### src/hw/rtl/mgd_pkg.sv
// ----------------------------------------------------------------------------
// mgd_pkg
// Shared constants for the multichannel gate divider: field widths, setup
// register layout, reset values and parameter defaults.
// ----------------------------------------------------------------------------
package mgd_pkg;

    // Parameter defaults
    localparam int CHANNELS_DEF         = 8;
    localparam int TICKS_PER_CYCLE_DEF  = 64;
    localparam int DIVISOR_MAX_DEF      = 16;
    localparam int CLOCK_HIGH_TICKS_DEF = 31;

    // Payload widths
    localparam int TICK_W = 6;
    localparam int GATE_W = 8;

    // Setup registers
    localparam int SETUP_REGS  = 8;
    localparam int SETUP_W     = 16;
    localparam logic [SETUP_W-1:0] SETUP_RESET = 16'h8000;
    localparam int DIV_LSB     = 0;
    localparam int DIV_FLD_W   = 4;
    localparam int PHASE_LSB   = 4;
    localparam int WIDTH_LSB   = 10;
    localparam int FLD_W       = 6;
    localparam int DIV_FIELD_MAX = 16;

    // APB port
    localparam int APB_AW = $clog2(SETUP_REGS) + 2;
    localparam int APB_DW = 32;

endpackage : mgd_pkg

### src/hw/rtl/mgd_ram.sv
// ----------------------------------------------------------------------------
// mgd_ram
// Generic single-port-write, single-port-read RAM with registered read data.
// A read at the address being written returns the old contents.
// ----------------------------------------------------------------------------
module mgd_ram #(
    parameter int WIDTH = 8,
    parameter int DEPTH = 2,
    localparam int AW   = (DEPTH > 1) ? $clog2(DEPTH) : 1
) (
    input  logic             i_clk,
    input  logic             i_wr_en,
    input  logic [AW-1:0]    i_wr_addr,
    input  logic [WIDTH-1:0] i_wr_data,
    input  logic             i_rd_en,
    input  logic [AW-1:0]    i_rd_addr,
    output logic [WIDTH-1:0] o_rd_data
);

    logic [WIDTH-1:0] r_mem [DEPTH];
    logic [WIDTH-1:0] r_rd_data;

    always_ff @(posedge i_clk) begin
        if (i_wr_en) begin
            r_mem[i_wr_addr] <= i_wr_data;
        end
        if (i_rd_en) begin
            r_rd_data <= r_mem[i_rd_addr];
        end
    end

    assign o_rd_data = r_rd_data;

endmodule : mgd_ram

### src/hw/rtl/multichannel_gate_divider.sv
// ----------------------------------------------------------------------------
// multichannel_gate_divider
// Per-channel gate generator driven by a master tick phase, with divisor,
// phase and width per channel and a master clock output.
// ----------------------------------------------------------------------------
// The block takes one tick beat per clock unless stalled and returns one
// result beat for each. A beat passes the first stage, where the channel
// counters, which all sit in a single RAM row, are read, and then the output
// register. The counter row is read every cycle and written back once per
// beat; the value just written is forwarded to the next beat, so ticks flow
// back to back at one per clock while the output is not stalled. A valid flag
// stands in for the counter reset, so no clearing pass runs after reset. Setup
// registers take effect on the beat accepted in the cycle after the write.
module multichannel_gate_divider
    import mgd_pkg::*;
#(
    parameter int CHANNELS         = mgd_pkg::CHANNELS_DEF,
    parameter int TICKS_PER_CYCLE  = mgd_pkg::TICKS_PER_CYCLE_DEF,
    parameter int DIVISOR_MAX      = mgd_pkg::DIVISOR_MAX_DEF,
    parameter int CLOCK_HIGH_TICKS = mgd_pkg::CLOCK_HIGH_TICKS_DEF
) (
    input  logic                        i_clk,
    input  logic                        i_rst_n,
    // tick channel
    input  logic                        i_in_valid,
    output logic                        o_in_stall,
    input  logic [mgd_pkg::TICK_W-1:0]  i_tick_phase,
    input  logic                        i_resync,
    // result channel
    output logic                        o_out_valid,
    input  logic                        i_out_stall,
    output logic [mgd_pkg::GATE_W-1:0]  o_gate_bits,
    output logic                        o_master_clock,
    // APB configuration
    input  logic                        psel,
    input  logic                        penable,
    input  logic                        pwrite,
    input  logic [mgd_pkg::APB_AW-1:0]  paddr,
    input  logic [mgd_pkg::APB_DW-1:0]  pwdata,
    output logic [mgd_pkg::APB_DW-1:0]  prdata,
    output logic                        pready
);

    import mgd_pkg::*;

    localparam int EFF_D    = (DIVISOR_MAX < DIV_FIELD_MAX) ? DIVISOR_MAX : DIV_FIELD_MAX;
    localparam int DW       = $clog2(EFF_D + 1);
    localparam int PER_MAX  = TICKS_PER_CYCLE * EFF_D;
    localparam int FLD_MAX  = ((2 ** FLD_W) - 1) * EFF_D;
    localparam int CNT_MAX  = (PER_MAX - 1 > FLD_MAX) ? PER_MAX - 1 : FLD_MAX;
    localparam int CNT_W    = $clog2(CNT_MAX + 1);
    localparam int PER_W    = $clog2(PER_MAX + 1);
    localparam int FW       = $clog2(FLD_MAX + 1);
    localparam int VW0      = (CNT_W > PER_W) ? CNT_W : PER_W;
    localparam int VW       = (VW0 > FW) ? VW0 : FW;
    localparam int SW       = VW + 2;
    localparam int MEM_W    = CHANNELS * CNT_W;
    localparam int RAM_DEPTH = 1;
    localparam int RAM_AW   = 1;
    localparam int IDX_W    = $clog2(SETUP_REGS);

    // ------------------------------------------------------------------
    // Setup registers
    // ------------------------------------------------------------------
    logic [SETUP_W-1:0] r_setup [SETUP_REGS];
    logic               cfg_wr;

    assign cfg_wr = psel && penable && pwrite;
    assign pready = 1'b1;
    assign prdata = APB_DW'(r_setup[paddr[IDX_W+1:2]]);

    always_ff @(posedge i_clk) begin
        if (!i_rst_n) begin
            for (int k = 0; k < SETUP_REGS; k++) begin
                r_setup[k] <= SETUP_RESET;
            end
        end else if (cfg_wr) begin
            r_setup[paddr[IDX_W+1:2]] <= pwdata[SETUP_W-1:0];
        end
    end

    // ------------------------------------------------------------------
    // Handshake and stage control
    // ------------------------------------------------------------------
    logic                r_s1_vld;
    logic [TICK_W-1:0]   r_s1_tick;
    logic                r_s1_resync;
    logic                r_out_vld;
    logic [GATE_W-1:0]   r_gate;
    logic                r_clk_lvl;
    logic                in_acc;
    logic                s1_adv;
    logic                n_clk_lvl;

    assign s1_adv     = r_s1_vld && (!r_out_vld || !i_out_stall);
    assign o_in_stall = r_s1_vld && !s1_adv;
    assign in_acc     = i_in_valid && !o_in_stall;

    always_ff @(posedge i_clk) begin
        if (!i_rst_n) begin
            r_s1_vld  <= 1'b0;
            r_out_vld <= 1'b0;
            r_clk_lvl <= 1'b0;
        end else begin
            if (in_acc) begin
                r_s1_vld <= 1'b1;
            end else if (s1_adv) begin
                r_s1_vld <= 1'b0;
            end
            if (s1_adv) begin
                r_out_vld <= 1'b1;
                r_clk_lvl <= n_clk_lvl;
            end else if (!i_out_stall) begin
                r_out_vld <= 1'b0;
            end
        end
    end

    always_ff @(posedge i_clk) begin
        if (in_acc) begin
            r_s1_tick   <= i_tick_phase;
            r_s1_resync <= i_resync;
        end
    end

    always_comb begin
        if (r_s1_tick == '0) begin
            n_clk_lvl = 1'b1;
        end else if (r_s1_tick >= TICK_W'(CLOCK_HIGH_TICKS)) begin
            n_clk_lvl = 1'b0;
        end else begin
            n_clk_lvl = r_clk_lvl;
        end
    end

    // ------------------------------------------------------------------
    // Counter row: registered read every cycle, write back per beat
    // ------------------------------------------------------------------
    logic [MEM_W-1:0] mem_q;
    logic [MEM_W-1:0] wr_word;
    logic [MEM_W-1:0] cur_word;
    logic [MEM_W-1:0] r_fwd;
    logic             r_wr_last;
    logic             r_mem_init;

    mgd_ram #(
        .WIDTH (MEM_W),
        .DEPTH (RAM_DEPTH)
    ) u_cnt_ram (
        .i_clk     (i_clk),
        .i_wr_en   (s1_adv),
        .i_wr_addr (RAM_AW'(0)),
        .i_wr_data (wr_word),
        .i_rd_en   (1'b1),
        .i_rd_addr (RAM_AW'(0)),
        .o_rd_data (mem_q)
    );

    always_ff @(posedge i_clk) begin
        if (!i_rst_n) begin
            r_wr_last  <= 1'b0;
            r_mem_init <= 1'b0;
        end else begin
            r_wr_last <= s1_adv;
            if (s1_adv) begin
                r_mem_init <= 1'b1;
            end
        end
    end

    always_ff @(posedge i_clk) begin
        if (s1_adv) begin
            r_fwd <= wr_word;
        end
    end

    // read returns old data when the row was written at the same edge
    always_comb begin
        if (r_wr_last) begin
            cur_word = r_fwd;
        end else if (r_mem_init) begin
            cur_word = mem_q;
        end else begin
            cur_word = '0;
        end
    end

    // ------------------------------------------------------------------
    // Channel lanes
    // ------------------------------------------------------------------
    logic [CHANNELS-1:0] gate_vec;

    for (genvar i = 0; i < CHANNELS; i++) begin : g_ch
        logic [SETUP_W-1:0]      setup;
        logic [DIV_FLD_W:0]      div_raw;
        logic [DW-1:0]           div;
        logic [FLD_W-1:0]        wb;
        logic [FLD_W+DW-1:0]     ph_full;
        logic [FLD_W+DW-1:0]     w_full;
        logic [TICK_W+DW-1:0]    load_full;
        logic [FW-1:0]           r_ph;
        logic [FW-1:0]           r_w;
        logic [PER_W-1:0]        r_per;
        logic [CNT_W-1:0]        r_load;
        logic [CNT_W-1:0]        cnt_in;
        logic signed [SW-1:0]    pos_raw;
        logic signed [SW-1:0]    pos;
        logic [VW:0]             cnt_inc;

        if (i < SETUP_REGS) begin : g_reg
            assign setup = r_setup[i];
        end else begin : g_fixed
            assign setup = SETUP_RESET;
        end

        assign div_raw = {1'b0, setup[DIV_LSB +: DIV_FLD_W]} + (DIV_FLD_W+1)'(1);
        assign div     = (div_raw > (DIV_FLD_W+1)'(EFF_D)) ? DW'(EFF_D) : DW'(div_raw);
        // zero width saturates to one
        assign wb      = (setup[WIDTH_LSB +: FLD_W] == '0) ? FLD_W'(1)
                                                             : setup[WIDTH_LSB +: FLD_W];
        assign ph_full   = (FLD_W+DW)'(setup[PHASE_LSB +: FLD_W]) * (FLD_W+DW)'(div);
        assign w_full    = (FLD_W+DW)'(wb) * (FLD_W+DW)'(div);
        assign load_full = (TICK_W+DW)'(i_tick_phase) * (TICK_W+DW)'(div);

        always_ff @(posedge i_clk) begin
            r_ph  <= FW'(ph_full);
            r_w   <= FW'(w_full);
            r_per <= PER_W'(TICKS_PER_CYCLE * int'(div));
            if (in_acc) begin
                r_load <= CNT_W'(load_full);
            end
        end

        assign cnt_in  = r_s1_resync ? r_load : cur_word[i*CNT_W +: CNT_W];
        assign pos_raw = $signed(SW'(cnt_in)) - $signed(SW'(r_ph));
        // wrap once by the period; a still-negative position reads as inside
        assign pos     = pos_raw[SW-1] ? pos_raw + $signed(SW'(r_per)) : pos_raw;
        assign gate_vec[i] = pos < $signed(SW'(r_w));

        assign cnt_inc = (VW+1)'(cnt_in) + (VW+1)'(1);
        assign wr_word[i*CNT_W +: CNT_W] = (cnt_inc >= (VW+1)'(r_per)) ? '0
                                                                      : CNT_W'(cnt_inc);
    end

    always_ff @(posedge i_clk) begin
        if (s1_adv) begin
            r_gate <= GATE_W'(gate_vec);
        end
    end

    assign o_out_valid    = r_out_vld;
    assign o_gate_bits    = r_gate;
    assign o_master_clock = r_clk_lvl;

endmodule : multichannel_gate_divider

### config.mk
export PLATFORM = sky130hd
export DESIGN_NAME = multichannel_gate_divider
export DESIGN_NICKNAME = d
export VERILOG_FILES = /design/src/hw/rtl/mgd_pkg.sv /design/src/hw/rtl/mgd_ram.sv /design/src/hw/rtl/multichannel_gate_divider.sv
export SDC_FILE = /design/constraint.sdc
export NUM_CORES = 2
export LEC_CHECK = 0
export BUFFER_PORTS_ARGS = -buffer_cell sky130_fd_sc_hd__buf_2
export CAP_MARGIN = 0
export CORE_MARGIN = 10
export CORE_UTILIZATION = 55
export CTS_CLUSTER_DIAMETER = 120
export DETAILED_ROUTE_END_ITERATION = 8
export PLACE_DENSITY = 0.7
export SLEW_MARGIN = 20
export SYNTH_ARGS = -nofsm -noshare
export SYNTH_HDL_FRONTEND = slang
export SYNTH_HIERARCHICAL = 1
export SYNTH_SLANG_ARGS = --single-unit
### constraint.sdc
create_clock -name i_clk -period 23.1 [get_ports i_clk]
set_input_delay 4.62 -clock i_clk [delete_from_list [all_inputs] [get_ports i_clk]]
set_output_delay 4.62 -clock i_clk [all_outputs]
set_load 0.03 [all_outputs]
==> key figures <==
Run status
  – Status: finished, final reports clean

Clock tree
  – CTS HTree Levels: 3
  – Clk buf depth: 3
  – Total CTS buffers: 78
  – CTS tree: done
  – CTS Root Buffer Type: clkbuf_16
  – Clock transition at path regs: 60 ps
  – Post-CTS resize count: 0
  – CTS Hold Buffers Added: 0
  – Post-CTS setup buffer count: 0
  – Clock latency on the worst-skew pair: 660 ps
  – Clock sinks: 668

Floorplanning
  – Top Ports: 95
  – Std-Cell Rows: 113
  – Chip height: 329.9 um
  – Initial Utilization: 0.5550
  – Core Area: 95,150 um2
  – Full die area: 108,800 um2
  – Die X: 329.9 um

Finish
  – Most common cell after layout, fill and taps aside: inv_1
  – Share of layout cells above drive strength 1: 0.05935
  – Area growth syn-to-layout: 8.219%
  – Final net count: 6,415
  – Commonest cells after routing, fill and taps aside: inv_1 (727), ha_1 (688), nand2_1 (499)
  – Fin area: 57,150 um2

Power
  – Pwr per Cell Area: 94.58 nW/um2
  – Worst VDD drop: 96.69 uV
  – Lkg Pwr: 27.05 nW
  – Register share of total power: 0.299
  – Total power: 5.405 mW
  – Clock power share: 0.225
  – Internal Power: 3.382 mW
  – Sw power: 2.023 mW
  – Sw Share: 0.3743
  – Combinational power share: 0.475

Place
  – Placed inst area: 54,620 um2
  – GPL Wtd Cong: 0.9007
  – Post-DP HPWL: 87.90 mm
  – PortBufs: 59

Worst setup path
  – Cells along the critical path: buf_2, and3b_1, a22oi_1, nand4_1, buf_2
  – Worst r2r path cells: 17
  – Slowest Stage Delay on Critical Path: 770 ps
  – Critical Path AT: 7120 ps
  – Req. time, crit path: 18,480 ps
  – CP max FO: 32
  – Setup Crit Path Kind: input port to output port
  – R2R Setup Slk: 16,700 ps
  – Crit start category: input port
  – Setup crit end kind: output port
  – Highest-delay cell along the critical path: a22oi_1
  – CP most frequent cell: buf_2

STA
  – Fin. max-slew vios: 0
  – Unrepaired setup endpoints after global routing: false
  – Worst slew pin tran: 1140 ps
  – Final setup viols: 0
  – Fin crit share: 0.5083
  – Clock skew: 37.65 ps
  – Slew Limit Headroom: 0.2402
  – Final Hold Viols: 0
  – Setup TNS: 0 ps
  – Max frequency: 0.08516 GHz
  – Min cycle time layout: 11,740 ps

Logic synthesis
  – Sequential area share after synthesis: 0.3410
  – Post-Syn Instances: 5,290
  – Yosys warns: 6
  – Top_reg_cell synth: edfxtp_1
  – Number of flops mapped to enable cells by yosys: 463
  – Top cells by area, synth: edfxtp_1 (26%), ha_1 (16%), fa_1 (11%), dfxtp_1 (7.8%), inv_1 (5.2%)
  – Mean Syn Cell Area: 9.983 um2
  – Mapped cell area: 52,810 um2
  – Area share of the largest cell type after synthesis: 0.2633
  – Dominant cell type by area after synthesis: edfxtp_1
  – Ys async rst share: 0
  – Flop and latch count out of synthesis: 668
  – Synth unique cells: 86

Global routing
  – First-pass GRT wire length: 194.4 mm
  – Initial antenna violation count: 4
  – Largest net degree at the start of global routing: 94
  – Vias in the first global route: 37.62k
  – Tot GR Track Use: 0.2208
  – GRT Residual Overflow: 0

Worst hold path
  – Min-Delay Path Class: flop to flop
  – Hold depth: 0

Detailed routing
  – Post-Route WL: 119.9 mm
  – DR pass1 iterations: 9
  – Post-route ant nets: 0
  – Via density: 5.564
  – Routed wire per std cell: 17.83 um
  – Post-route DRC: 0
  – Drt first-iter violations: 2,830
  – DR vias: 37.42k

Flow run
  – Max-cap check violation count: 0
per-layer routing:
layer,up-vias,share of wire,global-route usage
li1,17980,-,-
met1,18300,0.44,0.2945
met2,945,0.46,0.3565
met3,199,0.076,0.05004
met4,6,0.023,0.06514
met5,-,0.00034,0
final timing paths:
kind / from / endpoint
worst max-delay path: paddr[2] / prdata[11]
worst min-delay path: u_cnt_ram/r_mem[0][45]$_DFFE_PP_ / u_cnt_ram/o_rd_data[45]$_DFFE_PP_
worst max register to register: r_mem_init$_SDFFE_PN0P_ / o_gate_bits[4]$_DFFE_PP_
worst min register to register: u_cnt_ram/r_mem[0][45]$_DFFE_PP_ / u_cnt_ram/o_rd_data[45]$_DFFE_PP_
cells in the mapped netlist (27+ instances only):
cell type,instances
inv_1,727
ha_1,688
nand2_1,499
edfxtp_1,463
and2_1,316
fa_1,280
a21oi_1,245
xnor2_1,224
dfxtp_1,205
nor2_1,193
and3_1,133
xor2_1,124
clkbuf_1,123
nor2b_1,112
o21ai_0,110
a22oi_1,102
a21o_1,98
nand3_1,64
nor3_1,54
nand2b_1,46
nand3b_1,42
o21a_1,36
o21ai_1,34
buf_4,28
nand4_1,27
cells by family after synthesis:
family / Yosys count / share of synthesized area
fa+ha+maj: 968 / 0.2691
buf+inv: 911 / 0.06908
flops: 668 / 0.3410
mux: 23 / 0.004644
xor+xnor: 348 / 0.05771
simple gates: 1556 / 0.1518
compound gates: 814 / 0.1065
other cells: 2 / 0.0001422
state kept, by name, indices dropped and copies added (netlist names):
| register | flops |
|---|---|
| r_fwd | 80 |
| g_ch.r_ph | 80 |
| r_mem_init | 1 |
| o_gate_bits | 8 |
| g_ch.r_w | 80 |
| r_s1_resync | 1 |
| o_out_valid | 1 |
| u_cnt_ram/o_rd_data | 80 |
| r_s1_tick | 6 |
| g_ch.r_per | 40 |
| o_master_clock | 1 |
| r_wr_last | 1 |
| r_s1_vld | 1 |
| g_ch.r_load | 80 |
| u_cnt_ram/r_mem | 80 |
| r_setup | 128 |
worst max-delay path, delay by kind of cell:
family / cells / cell delay, ps
AO/OA/AOI/OAI: 1 / 770
buffers and inverters: 2 / 570
AND/OR/NAND/NOR: 2 / 1160
power by group through the flow:
stage	logic (mW)	registers, mW	clock network [mW]
finish	2.57	1.62	1.22
global route	2.94	1.64	1.29
CTS	2.58	1.62	1.25
detailed placement	2.54	1.64	0
global placement	2.46	1.64	0
floorplan	2.00	1.63	0
through the flow:
| step | utilization | hold WS [ps] | instances | setup slack (ps) |
|---|---|---|---|---|
| after global placement | 0.5740 | 400.4 | 6581 | 11750 |
| final | 0.6006 | 413.4 | 6726 | 11360 |
| after CTS | 0.6006 | 412.4 | 6724 | 11680 |
| after detailed placement | 0.5740 | 404.5 | 6581 | 11680 |
| after floorplan | - | 400.3 | 5385 | 4623 |
| after global routing | 0.6006 | 421.3 | 6724 | 11380 |
cell type report:
cell class                      instances  area (um2)
Fill cell                            8047       38000
Multi-Input combinational cell       3806       31580
Sequential cell                       668       18010
Inverter                              728        2735
Clock buffer                          104        2237
Tap cell                             1265        1583
Timing Repair Buffer                  114       708.2
Clock inverter                         39       289.0
Antenna cell                            2       5.005
Note: power is estimated with default switching activity, not from simulation.
